## config.mk

```make
export PLATFORM = sky130hd
export DESIGN_NAME = mcf_cfg_regs
export DESIGN_NICKNAME = d
export VERILOG_FILES = /design/src/hdl/mcf_pkg.sv /design/src/hdl/mcf_cfg_regs.sv
export SDC_FILE = /design/constraint.sdc
export NUM_CORES = 1
export LEC_CHECK = 0
export ABC_AREA = 1
export BUFFER_PORTS_ARGS = -buffer_cell sky130_fd_sc_hd__buf_2
export CAP_MARGIN = 20
export CORE_MARGIN = 10
export CORE_UTILIZATION = 46
export DETAILED_ROUTE_END_ITERATION = 10
export PLACE_DENSITY = 0.87
export SLEW_MARGIN = 20
export SYNTH_ARGS = -nofsm -noshare
export SYNTH_HDL_FRONTEND = slang
export SYNTH_SLANG_ARGS = --single-unit
```

## constraint.sdc

```tcl
create_clock -name clk_i -period 1.1 [get_ports clk_i]
set_input_delay 0.11 -clock clk_i [delete_from_list [all_inputs] [get_ports clk_i]]
set_output_delay 0.11 -clock clk_i [all_outputs]
set_load 0.1 [all_outputs]
```

## src/hdl/mcf_pkg.sv

```systemverilog
`timescale 1ns / 1ps
// ----------------------------------------------------------------------------
// Metaball colour field package
// Widths, register map, reset values and field helpers shared by the block.
// ----------------------------------------------------------------------------
package mcf_pkg;

  localparam int COORD_BITS_DEF = 12;
  localparam int PIX_W  = 12;
  localparam int EXT_W  = 16;          // pixel widened before masking
  localparam int RCP_W  = 24;
  localparam int NORM_W = 13;
  localparam logic [NORM_W-1:0] NORM_MAX = 13'h1FFF;

  localparam int NBLOB  = 3;
  localparam int BLOB_W = 50;
  localparam int IRS_W  = 16;
  localparam int AS_W   = 16;
  localparam int CH_W   = 8;

  localparam int D2_W   = 27;          // Q3.24 squared distance
  localparam int T_W    = 43;          // Q8.35 scaled distance
  localparam int ONE_B  = 35;          // bit position of 1.0 in t
  localparam int S_W    = 17;          // strength, Q0.16 with 1.0 representable
  localparam int SQ_W   = 34;
  localparam int W_W    = 17;
  localparam int PROD_W = 25;
  localparam int ACC_W  = 27;
  localparam int EN_W   = 19;
  localparam int FAC_W  = 33;
  localparam int AP_W   = 49;

  localparam logic [CH_W-1:0] BASE_R = 8'd6;
  localparam logic [CH_W-1:0] BASE_G = 8'd12;
  localparam logic [CH_W-1:0] BASE_B = 8'd22;
  localparam logic [W_W-1:0]  ONE_Q16 = 17'd65536;
  localparam logic [15:0]     K045 = 16'd29491;
  localparam logic [15:0]     K055 = 16'd36045;
  localparam logic [CH_W-1:0] CH_MAX = 8'd255;

  // APB register map, one 64-bit slot per register
  localparam int APB_DW = 64;
  localparam int APB_AW = 6;
  localparam int IDX_W  = 3;
  localparam logic [IDX_W-1:0] REG_BLOB_A   = 3'd0;
  localparam logic [IDX_W-1:0] REG_BLOB_B   = 3'd1;
  localparam logic [IDX_W-1:0] REG_BLOB_C   = 3'd2;
  localparam logic [IDX_W-1:0] REG_INV_RSQ  = 3'd3;
  localparam logic [IDX_W-1:0] REG_ALPHA_SC = 3'd4;
  localparam logic [IDX_W-1:0] REG_RCP_W    = 3'd5;
  localparam logic [IDX_W-1:0] REG_RCP_H    = 3'd6;

  localparam logic [IRS_W-1:0] IRS_RST = 16'd39014;
  localparam logic [AS_W-1:0]  AS_RST  = 16'd13056;
  localparam logic [RCP_W-1:0] RCP_RST = 24'd16384;

  typedef struct packed {
    logic [NBLOB-1:0][BLOB_W-1:0] blob;
    logic [IRS_W-1:0]             inv_radius_sq;
    logic [AS_W-1:0]              alpha_scale;
    logic [RCP_W-1:0]             recip_width;
    logic [RCP_W-1:0]             recip_height;
  } cfg_t;

  function automatic logic [NORM_W-1:0] blob_cx(input logic [BLOB_W-1:0] b);
    return b[12:0];
  endfunction

  function automatic logic [NORM_W-1:0] blob_cy(input logic [BLOB_W-1:0] b);
    return b[25:13];
  endfunction

  function automatic logic [CH_W-1:0] blob_red(input logic [BLOB_W-1:0] b);
    return b[49:42];
  endfunction

  function automatic logic [CH_W-1:0] blob_green(input logic [BLOB_W-1:0] b);
    return b[41:34];
  endfunction

  function automatic logic [CH_W-1:0] blob_blue(input logic [BLOB_W-1:0] b);
    return b[33:26];
  endfunction

endpackage

```

## src/hdl/mcf_cfg_regs.sv

```systemverilog
`timescale 1ns / 1ps
// ----------------------------------------------------------------------------
// Metaball colour field register file
// APB slave holding blob descriptors, radius, opacity and frame reciprocals.
// ----------------------------------------------------------------------------
module mcf_cfg_regs (
  input  logic                         clk_i,
  input  logic                         rst_ni,
  input  logic                         psel,
  input  logic                         penable,
  input  logic                         pwrite,
  input  logic [mcf_pkg::APB_AW-1:0]   paddr,
  input  logic [mcf_pkg::APB_DW-1:0]   pwdata,
  output logic [mcf_pkg::APB_DW-1:0]   prdata,
  output logic                         pready,
  output mcf_pkg::cfg_t                cfg_o
);

  mcf_pkg::cfg_t                   cfg_q, cfg_d;
  logic [mcf_pkg::IDX_W-1:0]       idx;
  logic                            wr_en;

  assign idx    = paddr[mcf_pkg::APB_AW-1:mcf_pkg::APB_AW-mcf_pkg::IDX_W];
  assign wr_en  = psel & penable & pwrite;
  assign pready = 1'b1;
  assign cfg_o  = cfg_q;

  always_comb begin
    cfg_d = cfg_q;
    if (wr_en) begin
      unique case (idx)
        mcf_pkg::REG_BLOB_A:   cfg_d.blob[0] = pwdata[mcf_pkg::BLOB_W-1:0];
        mcf_pkg::REG_BLOB_B:   cfg_d.blob[1] = pwdata[mcf_pkg::BLOB_W-1:0];
        mcf_pkg::REG_BLOB_C:   cfg_d.blob[2] = pwdata[mcf_pkg::BLOB_W-1:0];
        mcf_pkg::REG_INV_RSQ:  cfg_d.inv_radius_sq = pwdata[mcf_pkg::IRS_W-1:0];
        mcf_pkg::REG_ALPHA_SC: cfg_d.alpha_scale = pwdata[mcf_pkg::AS_W-1:0];
        mcf_pkg::REG_RCP_W:    cfg_d.recip_width = pwdata[mcf_pkg::RCP_W-1:0];
        mcf_pkg::REG_RCP_H:    cfg_d.recip_height = pwdata[mcf_pkg::RCP_W-1:0];
        default: ;             // unmapped slot: drop the write
      endcase
    end
  end

  always_comb begin
    unique case (idx)
      mcf_pkg::REG_BLOB_A:   prdata = mcf_pkg::APB_DW'(cfg_q.blob[0]);
      mcf_pkg::REG_BLOB_B:   prdata = mcf_pkg::APB_DW'(cfg_q.blob[1]);
      mcf_pkg::REG_BLOB_C:   prdata = mcf_pkg::APB_DW'(cfg_q.blob[2]);
      mcf_pkg::REG_INV_RSQ:  prdata = mcf_pkg::APB_DW'(cfg_q.inv_radius_sq);
      mcf_pkg::REG_ALPHA_SC: prdata = mcf_pkg::APB_DW'(cfg_q.alpha_scale);
      mcf_pkg::REG_RCP_W:    prdata = mcf_pkg::APB_DW'(cfg_q.recip_width);
      mcf_pkg::REG_RCP_H:    prdata = mcf_pkg::APB_DW'(cfg_q.recip_height);
      default:               prdata = '0;
    endcase
  end

  always_ff @(posedge clk_i or negedge rst_ni) begin
    if (!rst_ni) begin
      cfg_q.blob          <= '0;
      cfg_q.inv_radius_sq <= mcf_pkg::IRS_RST;
      cfg_q.alpha_scale   <= mcf_pkg::AS_RST;
      cfg_q.recip_width   <= mcf_pkg::RCP_RST;
      cfg_q.recip_height  <= mcf_pkg::RCP_RST;
    end else begin
      cfg_q <= cfg_d;
    end
  end

endmodule
```

==> results of run 1 <==
## cells in the mapped netlist
| cell type | n | share of area, % |
|---|---|---|
| buf_1 | 23 | 0.79 |
| buf_2 | 35 | 1.6 |
| buf_4 | 19 | 1.3 |
| clkbuf_1 | 39 | 1.3 |
| conb_1 | 2 | 0.068 |
| dfrtp_1 | 217 | 50 |
| dfstp_2 | 13 | 3.1 |
| inv_1 | 68 | 2.3 |
| inv_2 | 7 | 0.24 |
| nand2_1 | 536 | 18 |
| nand2_2 | 2 | 0.11 |
| nand3_1 | 69 | 3.1 |
| nand3_2 | 3 | 0.27 |
| nand4_1 | 87 | 5.0 |
| nor2_1 | 57 | 2.0 |
| nor2_2 | 4 | 0.23 |
| nor2_4 | 2 | 0.21 |
| o21ai_0 | 190 | 8.7 |
| o21ai_1 | 40 | 1.8 |
## per-stage QoR
| step | TNS (ns) | instances | hold slack (ns) | area, sq um |
|---|---|---|---|---|
| after floorplan | -6.182 | 1426 | -0.1856 | 12730 |
| after global placement | -53.61 | 2195 | 0.04921 | 20510 |
| after detailed placement | -88.46 | 2195 | 0.05680 | 20510 |
## cells by family after synthesis
logic type             after synthesis  synth area share [%]
AND/OR/NAND/NOR                    760                 29.23
flip-flops                         230                 52.62
buffers and inverters              191                 7.586
AO/OA/AOI/OAI                      230                 10.50
other                                2               0.06847
==> flow_metrics.env, run 1 <==
export IMPL_ys_seq_area_share_pct=52.62
export IMPL_post_cts_buffers=150
export IMPL_die_h_microns=174.4
export IMPL_clkSinkCount=230
export IMPL_ctsHtreeMaxLevel=1
export IMPL_fp_row_count=56
export IMPL_flow_stopped_at="clock tree synthesis (4_1_cts)"
export IMPL_ios=370
export IMPL_yosysWarnings=0
export IMPL_cts_resized=302
export IMPL_cts_buffers=25
export IMPL_postCtsHoldBufs=51
export IMPL_error_line="[ERROR DPL-0038] Utilization greater than 100%, impossible to legalize"
export IMPL_start_util_pct=46.73
export IMPL_hpwl_microns=46080
export IMPL_die_w_microns=174.4
export IMPL_place_congestion=0.9920
export IMPL_dpl_worst_slack_ns=-0.5194
export IMPL_synth_avg_cell_area_sq_um=7.762
export IMPL_synth_cell_type_count=19
export IMPL_syn_area_sq_mm=0.01097
export IMPL_portBuffers=337
export IMPL_clockRootBuffer="clkbuf_16"
export IMPL_outcome="aborted with a tool error"
export IMPL_yosys_register_bits=230
export IMPL_clock_path_buffers=3
export IMPL_syn_inst=1413
==> run 2, diff against run 1 <==
--- a/config.mk
+++ b/config.mk
@@ -9,9 +9,9 @@
 export BUFFER_PORTS_ARGS = -buffer_cell sky130_fd_sc_hd__buf_2
 export CAP_MARGIN = 20
 export CORE_MARGIN = 10
-export CORE_UTILIZATION = 46
+export CORE_UTILIZATION = 40
 export DETAILED_ROUTE_END_ITERATION = 10
-export PLACE_DENSITY = 0.87
+export PLACE_DENSITY_LB_ADDON = 0.15
 export SLEW_MARGIN = 20
 export SYNTH_ARGS = -nofsm -noshare
 export SYNTH_HDL_FRONTEND = slang
==> constraint.sdc (replaced) <==
create_clock -name clk_i -period 1.43 [get_ports clk_i]
set_input_delay 0.143 -clock clk_i [delete_from_list [all_inputs] [get_ports clk_i]]
set_output_delay 0.143 -clock clk_i [all_outputs]
set_load 0.1 [all_outputs]
==> flow_metrics.env, run 2 <==
export IMPL_synthTopCellsByCount="nand2_1, dfrtp_1, o21ai_0"
export IMPL_grtUsageMet1_pct=31.28
export IMPL_place_congestion=0.8750
export IMPL_clk_pin_slew_ns=0.06
export IMPL_synth_top_area_cell="dfrtp_1"
export IMPL_dr_first_iter_drc_count=1149
export IMPL_syn_area_sq_mm=0.01097
export IMPL_worstRegToRegCells=5
export IMPL_crit_arrival_ns=1.69
export IMPL_yosys_register_bits=230
export IMPL_tritoncts="built"
export IMPL_fin_crit_sh_pct=128.3
export IMPL_drtPass1Iterations=7
export IMPL_areaGrowthSynthToFinish_pct=67.80
export IMPL_cp_data_required_time_ns=1.29
export IMPL_coreArea_sq_mm=0.02695
export IMPL_ys_flop_type="dfrtp_1"
export IMPL_reg2reg_to="cfg_o[65]$_DFFE_PN1P_"
export IMPL_power_mw=34.10
export IMPL_stdcell_area_sq_mm=0.01840
export IMPL_r2r_start="cfg_o[65]$_DFFE_PN1P_"
export IMPL_synth_edf_count=0
export IMPL_max_slew_margin_pct=52.78
export IMPL_finalWirelength_microns=46570
export IMPL_largest_reg_flops=230
export IMPL_end_kind="primary output"
export IMPL_use_met3_pct=7.175
export IMPL_grt_pass1_wl_microns=70260
export IMPL_fmax_ghz=0.5451
export IMPL_drv_cap=0
export IMPL_outcome="finished with violations"
export IMPL_critPathLaunch="cfg_o[76]$_DFFE_PN1P_"
export IMPL_grt_max_degree=55
export IMPL_ctsHtreeMaxLevel=1
export IMPL_grt_total_usage_pct=26.03
export IMPL_synth_top_area_share_pct=49.51
export IMPL_busiest_layer="met2"
export IMPL_failed_checks="setup timing"
export IMPL_drive_gt1_share_pct=50.27
export IMPL_wl_per_cell_microns=21.06
export IMPL_synth_most_common_cell="nand2_1"
export IMPL_avgViaCountPerCell=5.323
export IMPL_final_max_slew_viol_count=0
export IMPL_die_area_sq_mm=0.03444
export IMPL_clockRootBuffer="clkbuf_16"
export IMPL_r2r_slack_ns=0.33
export IMPL_finClkSkew_ns=0
export IMPL_nNetsFinal=1925
export IMPL_antennaDiodeCount=0
export IMPL_start_util_pct=40.70
export IMPL_worst_slew_pin_slew_ns=0.7075
export IMPL_clk_latency_ns=0.53
export IMPL_yosysWarnings=0
export IMPL_worst_slack_ns=-0.4045
export IMPL_final_common_cell="nand2_1"
export IMPL_ys_seq_area_share_pct=52.62
export IMPL_clkSinkCount=230
export IMPL_drcViolationCount=0
export IMPL_antenna_found_initial=0
export IMPL_die_w_microns=185.6
export IMPL_synth_cell_type_count=19
export IMPL_use_met2_pct=43.51
export IMPL_num_vias=11770
export IMPL_ys_async_sr_fraction_pct=100.0
export IMPL_fp_row_count=60
export IMPL_hpwl_microns=32320
export IMPL_final_core_util_pct=68.29
export IMPL_p_leak_nw=9.032
export IMPL_rsz0062_at_grt="yes"
export IMPL_finalSetupViolations=65
export IMPL_portBuffers=337
export IMPL_ios=370
export IMPL_p_per_area_mw_per_mm2=1853
export IMPL_first_global_vias=12000
export IMPL_syn_inst=1413
export IMPL_crit_fanout=2
export IMPL_crit_end="prdata[12]"
export IMPL_hold_path_class="input pin to async pin"
export IMPL_clock_path_buffers=3
export IMPL_synth_avg_cell_area_sq_um=7.762
export IMPL_synthTopCellsByArea="dfrtp_1, nand2_1, o21ai_0"
export IMPL_stdcell_count=2211
export IMPL_final_cell_mix="nand2_1, buf_4, dfrtp_2"
export IMPL_ant_nets=0
export IMPL_final_hold_violation_count=0
export IMPL_startpoint_type="flip-flop"
export IMPL_grt_ovfl_total=0
export IMPL_cts_buffers=28
export IMPL_crit_type="flip-flop to primary output"
export IMPL_layout_min_cycle_time_ns=1.834
export IMPL_die_h_microns=185.6
export IMPL_hold_ws_ns=0.07252
export IMPL_placed_cells=2051
export IMPL_dpl_cell_area_sq_mm=0.01512
export IMPL_vdd_ir_drop_max_v=0.001430
run 2: cell counts after synthesis:
No cell type changed its count.
run 2: metrics by stage:
step	setup TNS (ns)	worst slack, ns
floorplan	-0.02341	-0.02341
global placement	-3.204	-0.1166
detailed placement	-3.517	-0.1281
CTS	-10.13	-0.4210
global route	-12.31	-0.4590
finish	-9.662	-0.4045
run 2: worst min-delay path by stage:
| stage | slack (ns) | depth (start not counted) | endpoint | from |
|---|---|---|---|---|
| 2_1_floorplan | -0.15 | 0 | cfg_o[0]$_DFFE_PN0P_ | rst_ni |
| 3_3_place_gp | 0.04 | 1 | cfg_o[55]$_DFFE_PN0P_ | rst_ni |
| 3_5_place_dp | 0.04 | 1 | cfg_o[54]$_DFFE_PN0P_ | rst_ni |
| 4_1_cts | 0.07 | 2 | cfg_o[51]$_DFFE_PN0P_ | rst_ni |
| 5_1_grt | 0.09 | 2 | cfg_o[54]$_DFFE_PN0P_ | rst_ni |
| 6_report | 0.07 | 2 | cfg_o[51]$_DFFE_PN0P_ | rst_ni |
run 2: routing by layer:
layer,part of all wire [%],routed length (microns),up-vias
li1,-,-,5446
met1,39,18130,5715
met2,49,22750,505
met3,8.4,3904,103
met4,3.8,1789,0
met5,0,0,-
run 2: timing repair:
action                                  4_1_cts  5_1_grt
pin swaps                                   118       33
hold buffers                                 51        0
endpoints found under the hold margin       454        0
cloned                                        2        0
endpoints found under the setup margin      280       79
gates resized for setup                     396       69
buffers inserted                             45       20
run 2: power by group:
group          total [mW]  switching (mW)  internal [mW]
clock network        7.15            2.78           4.37
logic                17.7            13.5           4.19
registers            9.27            1.23           8.04
run 2: logic make-up (layout without fill, tap and decap cells):
kind of cell,after synthesis,count (layout),synth area share [%]
simple gates,760,760,29.23
flops,230,230,52.62
compound gates,230,230,10.50
buf+inv,191,635,7.586
other cells,2,15,0.06847
run 2: worst max-delay path: stages, from the launching register on:
cell,delay (ns)
dfstp_4,0.62
nand4_1,0.11
nand2_1,0.13
nor2_2,0.06
nand2_4,0.08
buf_12,0.17
run 2: cell type report:
class                      instances  area [sq um]
fill                            2131          8547
sequential                       230          6097
clock buffer                      43         878.3
timing repair buffer             510          5281
inverter                          75         291.5
clock inverter                     7         60.06
multi-input combinational       1005          5369
tap                              341         426.7
No activity file was read; power rests on OpenSTA's default activity.
==> run 3, diff against run 2 <==
--- a/config.mk
+++ b/config.mk
@@ -12,6 +12,8 @@
 export CORE_UTILIZATION = 40
 export DETAILED_ROUTE_END_ITERATION = 10
 export PLACE_DENSITY_LB_ADDON = 0.15
+export REMOVE_ABC_BUFFERS = 1
+export SETUP_SLACK_MARGIN = 0.15
 export SLEW_MARGIN = 20
 export SYNTH_ARGS = -nofsm -noshare
 export SYNTH_HDL_FRONTEND = slang
==> constraint.sdc (replaced) <==
create_clock -name clk_i -period 2.1 [get_ports clk_i]
set_input_delay 0.21 -clock clk_i [delete_from_list [all_inputs] [get_ports clk_i]]
set_output_delay 0.21 -clock clk_i [all_outputs]
set_load 0.1 [all_outputs]
==> flow_metrics.env, run 3 (same netlist as run 2, synthesis figures left out) <==
export IMPL_final_cell_mix="nand2_1, buf_2, dfrtp_1"
export IMPL_tns_ns=0
export IMPL_max_slew_margin_pct=54.92
export IMPL_end_kind="primary output"
export IMPL_worstRegToRegCells=2
export IMPL_p_leak_nw=8.338
export IMPL_startpoint_type="flip-flop"
export IMPL_ios=370
export IMPL_die_area_sq_mm=0.03444
export IMPL_drcViolationCount=0
export IMPL_areaGrowthSynthToFinish_pct=40.15
export IMPL_finalWirelength_microns=42400
export IMPL_worst_slew_pin_slew_ns=0.6762
export IMPL_r2r_slack_ns=1.32
export IMPL_clockRootBuffer="clkbuf_16"
export IMPL_grt_ovfl_total=0
export IMPL_fillCellCount=2471
export IMPL_place_congestion=0.8069
export IMPL_wl_per_cell_microns=19.86
export IMPL_reg2reg_to="cfg_o[61]$_DFFE_PN1P_"
export IMPL_fmax_ghz=0.5418
export IMPL_crit_fanout=3
export IMPL_antennaDiodeCount=0
export IMPL_die_w_microns=185.6
export IMPL_largest_reg_flops=230
export IMPL_final_common_cell="nand2_1"
export IMPL_ant_nets=0
export IMPL_die_h_microns=185.6
export IMPL_layout_min_cycle_time_ns=1.846
export IMPL_clock_path_buffers=3
export IMPL_hpwl_microns=29060
export IMPL_crit_type="flip-flop to primary output"
export IMPL_outcome="finished, final reports clean"
export IMPL_post_cts_buffers=0
export IMPL_cts_buffers=25
export IMPL_drv_cap=0
export IMPL_start_util_pct=40.70
export IMPL_fp_row_count=60
export IMPL_dr_first_iter_drc_count=850
export IMPL_grt_max_degree=68
export IMPL_nNetsFinal=1851
export IMPL_ctsHtreeMaxLevel=1
export IMPL_multi_input_area_sq_mm=0.004443
export IMPL_p_per_area_mw_per_mm2=1389
export IMPL_clkSinkCount=230
export IMPL_tritoncts="built"
export IMPL_grt_pass1_wl_microns=65710
export IMPL_fin_crit_sh_pct=87.89
export IMPL_clk_pin_slew_ns=0.06
export IMPL_hold_path_class="input pin to async pin"
export IMPL_coreArea_sq_mm=0.02695
export IMPL_antenna_found_initial=0
export IMPL_first_global_vias=11310
export IMPL_drive_gt1_share_pct=25.81
export IMPL_final_core_util_pct=57.04
export IMPL_crit_arrival_ns=1.64
export IMPL_rsz0062_at_grt="no"
export IMPL_finalSetupViolations=0
export IMPL_finClkSkew_ns=0
export IMPL_final_hold_violation_count=0
export IMPL_avgViaCountPerCell=5.218
export IMPL_vdd_ir_drop_max_v=0.0007963
export IMPL_portBuffers=337
export IMPL_num_vias=11140
export IMPL_grt_total_usage_pct=24.19
export IMPL_r2r_start="cfg_o[61]$_DFFE_PN1P_"
export IMPL_final_seq_area_sq_mm=0.005772
export IMPL_hold_ws_ns=0.2241
export IMPL_drtPass1Iterations=5
export IMPL_cp_data_required_time_ns=1.89
export IMPL_clk_latency_ns=0.52
export IMPL_final_max_slew_viol_count=0
==> run 3: changes by cell type in the layout (fill, tap and decap cells not counted), moves of 22 or more <==
cell	change
nand2_2	-92
dfrtp_2	-215
nor2_2	-22
buf_6	-30
nand2_1	+119
nand3_4	-25
nor2_1	+32
dfrtp_1	+217
buf_4	-229
buf_2	+231
nand3_1	+35
buf_12	-37
nand2_4	-27
==> run 3: final cells by class <==
| cell class | instances | share of cell area, % |
|---|---|---|
| Sequential cell | 230 | 37.55 |
| Timing Repair Buffer | 439 | 22.90 |
| Multi-Input combinational cell | 1005 | 28.90 |
| Inverter | 75 | 1.831 |
| Clock inverter | 13 | 1.481 |
| Tap cell | 341 | 2.776 |
| Clock buffer | 32 | 4.566 |
==> run 3: per-stage QoR <==
stage / cell area, sq um / std cells / worst slack [ns] / total power [mW]
2_1_floorplan: 10470 / 1310 / -0.8607 / 13.94
3_3_place_gp: 13930 / 2039 / 0.2082 / 16.36
3_5_place_dp: 13930 / 2039 / 0.1539 / 16.45
4_1_cts: 15370 / 2135 / 0.2088 / 21.49
5_1_grt: 15370 / 2135 / 0.1565 / 22.14
6_report: 15370 / 2135 / 0.2544 / 21.35
==> run 3: power breakdown <==
| group | total [mW] | switching (mW) | leakage [nW] | internal (mW) |
|---|---|---|---|---|
| registers | 5.99 | 0.699 | 2.95 | 5.29 |
| logic | 10.4 | 8.80 | 4.94 | 1.62 |
| clock network | 4.94 | 1.84 | 0.451 | 3.10 |
| total | 21.3 | 11.3 | 8.34 | 10.0 |
==> run 3: worst max-delay path, stage by stage, from the launching register on <==
cell     delay [ns]
dfstp_2        0.54
nand4_1        0.09
nand2_1        0.09
nor2_1         0.04
nand2_1        0.15
buf_12         0.20
==> run 3: metal layers <==
| layer | GRT usage (%) | vias up | share of wire [%] |
|---|---|---|---|
| met5 | 0 | - | 0 |
| met4 | 4.644 | 0 | 1.5 |
| met3 | 6.863 | 47 | 9.7 |
| met2 | 40.16 | 440 | 47 |
| met1 | 30.91 | 5361 | 42 |
| li1 | - | 5292 | - |
==> run 3: how the worst max path moves through the flow <==
stage / from / endpoint / slack [ns] / depth (start not counted)
after floorplan: psel / cfg_o[100]$_DFFE_PN0P_ / -0.86 / 4
after global placement: paddr[5] / cfg_o[186]$_DFFE_PN0P_ / 0.21 / 9
after detailed placement: paddr[5] / cfg_o[185]$_DFFE_PN0P_ / 0.15 / 9
after CTS: paddr[5] / prdata[29] / 0.21 / 8
after global routing: paddr[5] / prdata[29] / 0.16 / 8
final: cfg_o[69]$_DFFE_PN1P_ / prdata[5] / 0.25 / 5
==> run 3: repair_timing <==
| item | CTS | global route |
|---|---|---|
| gates resized for setup | 0 | 1 |
| endpoints found under the setup margin | 0 | 1 |
| hold buffers | 51 | 0 |
| endpoints found under the hold margin | 253 | 0 |
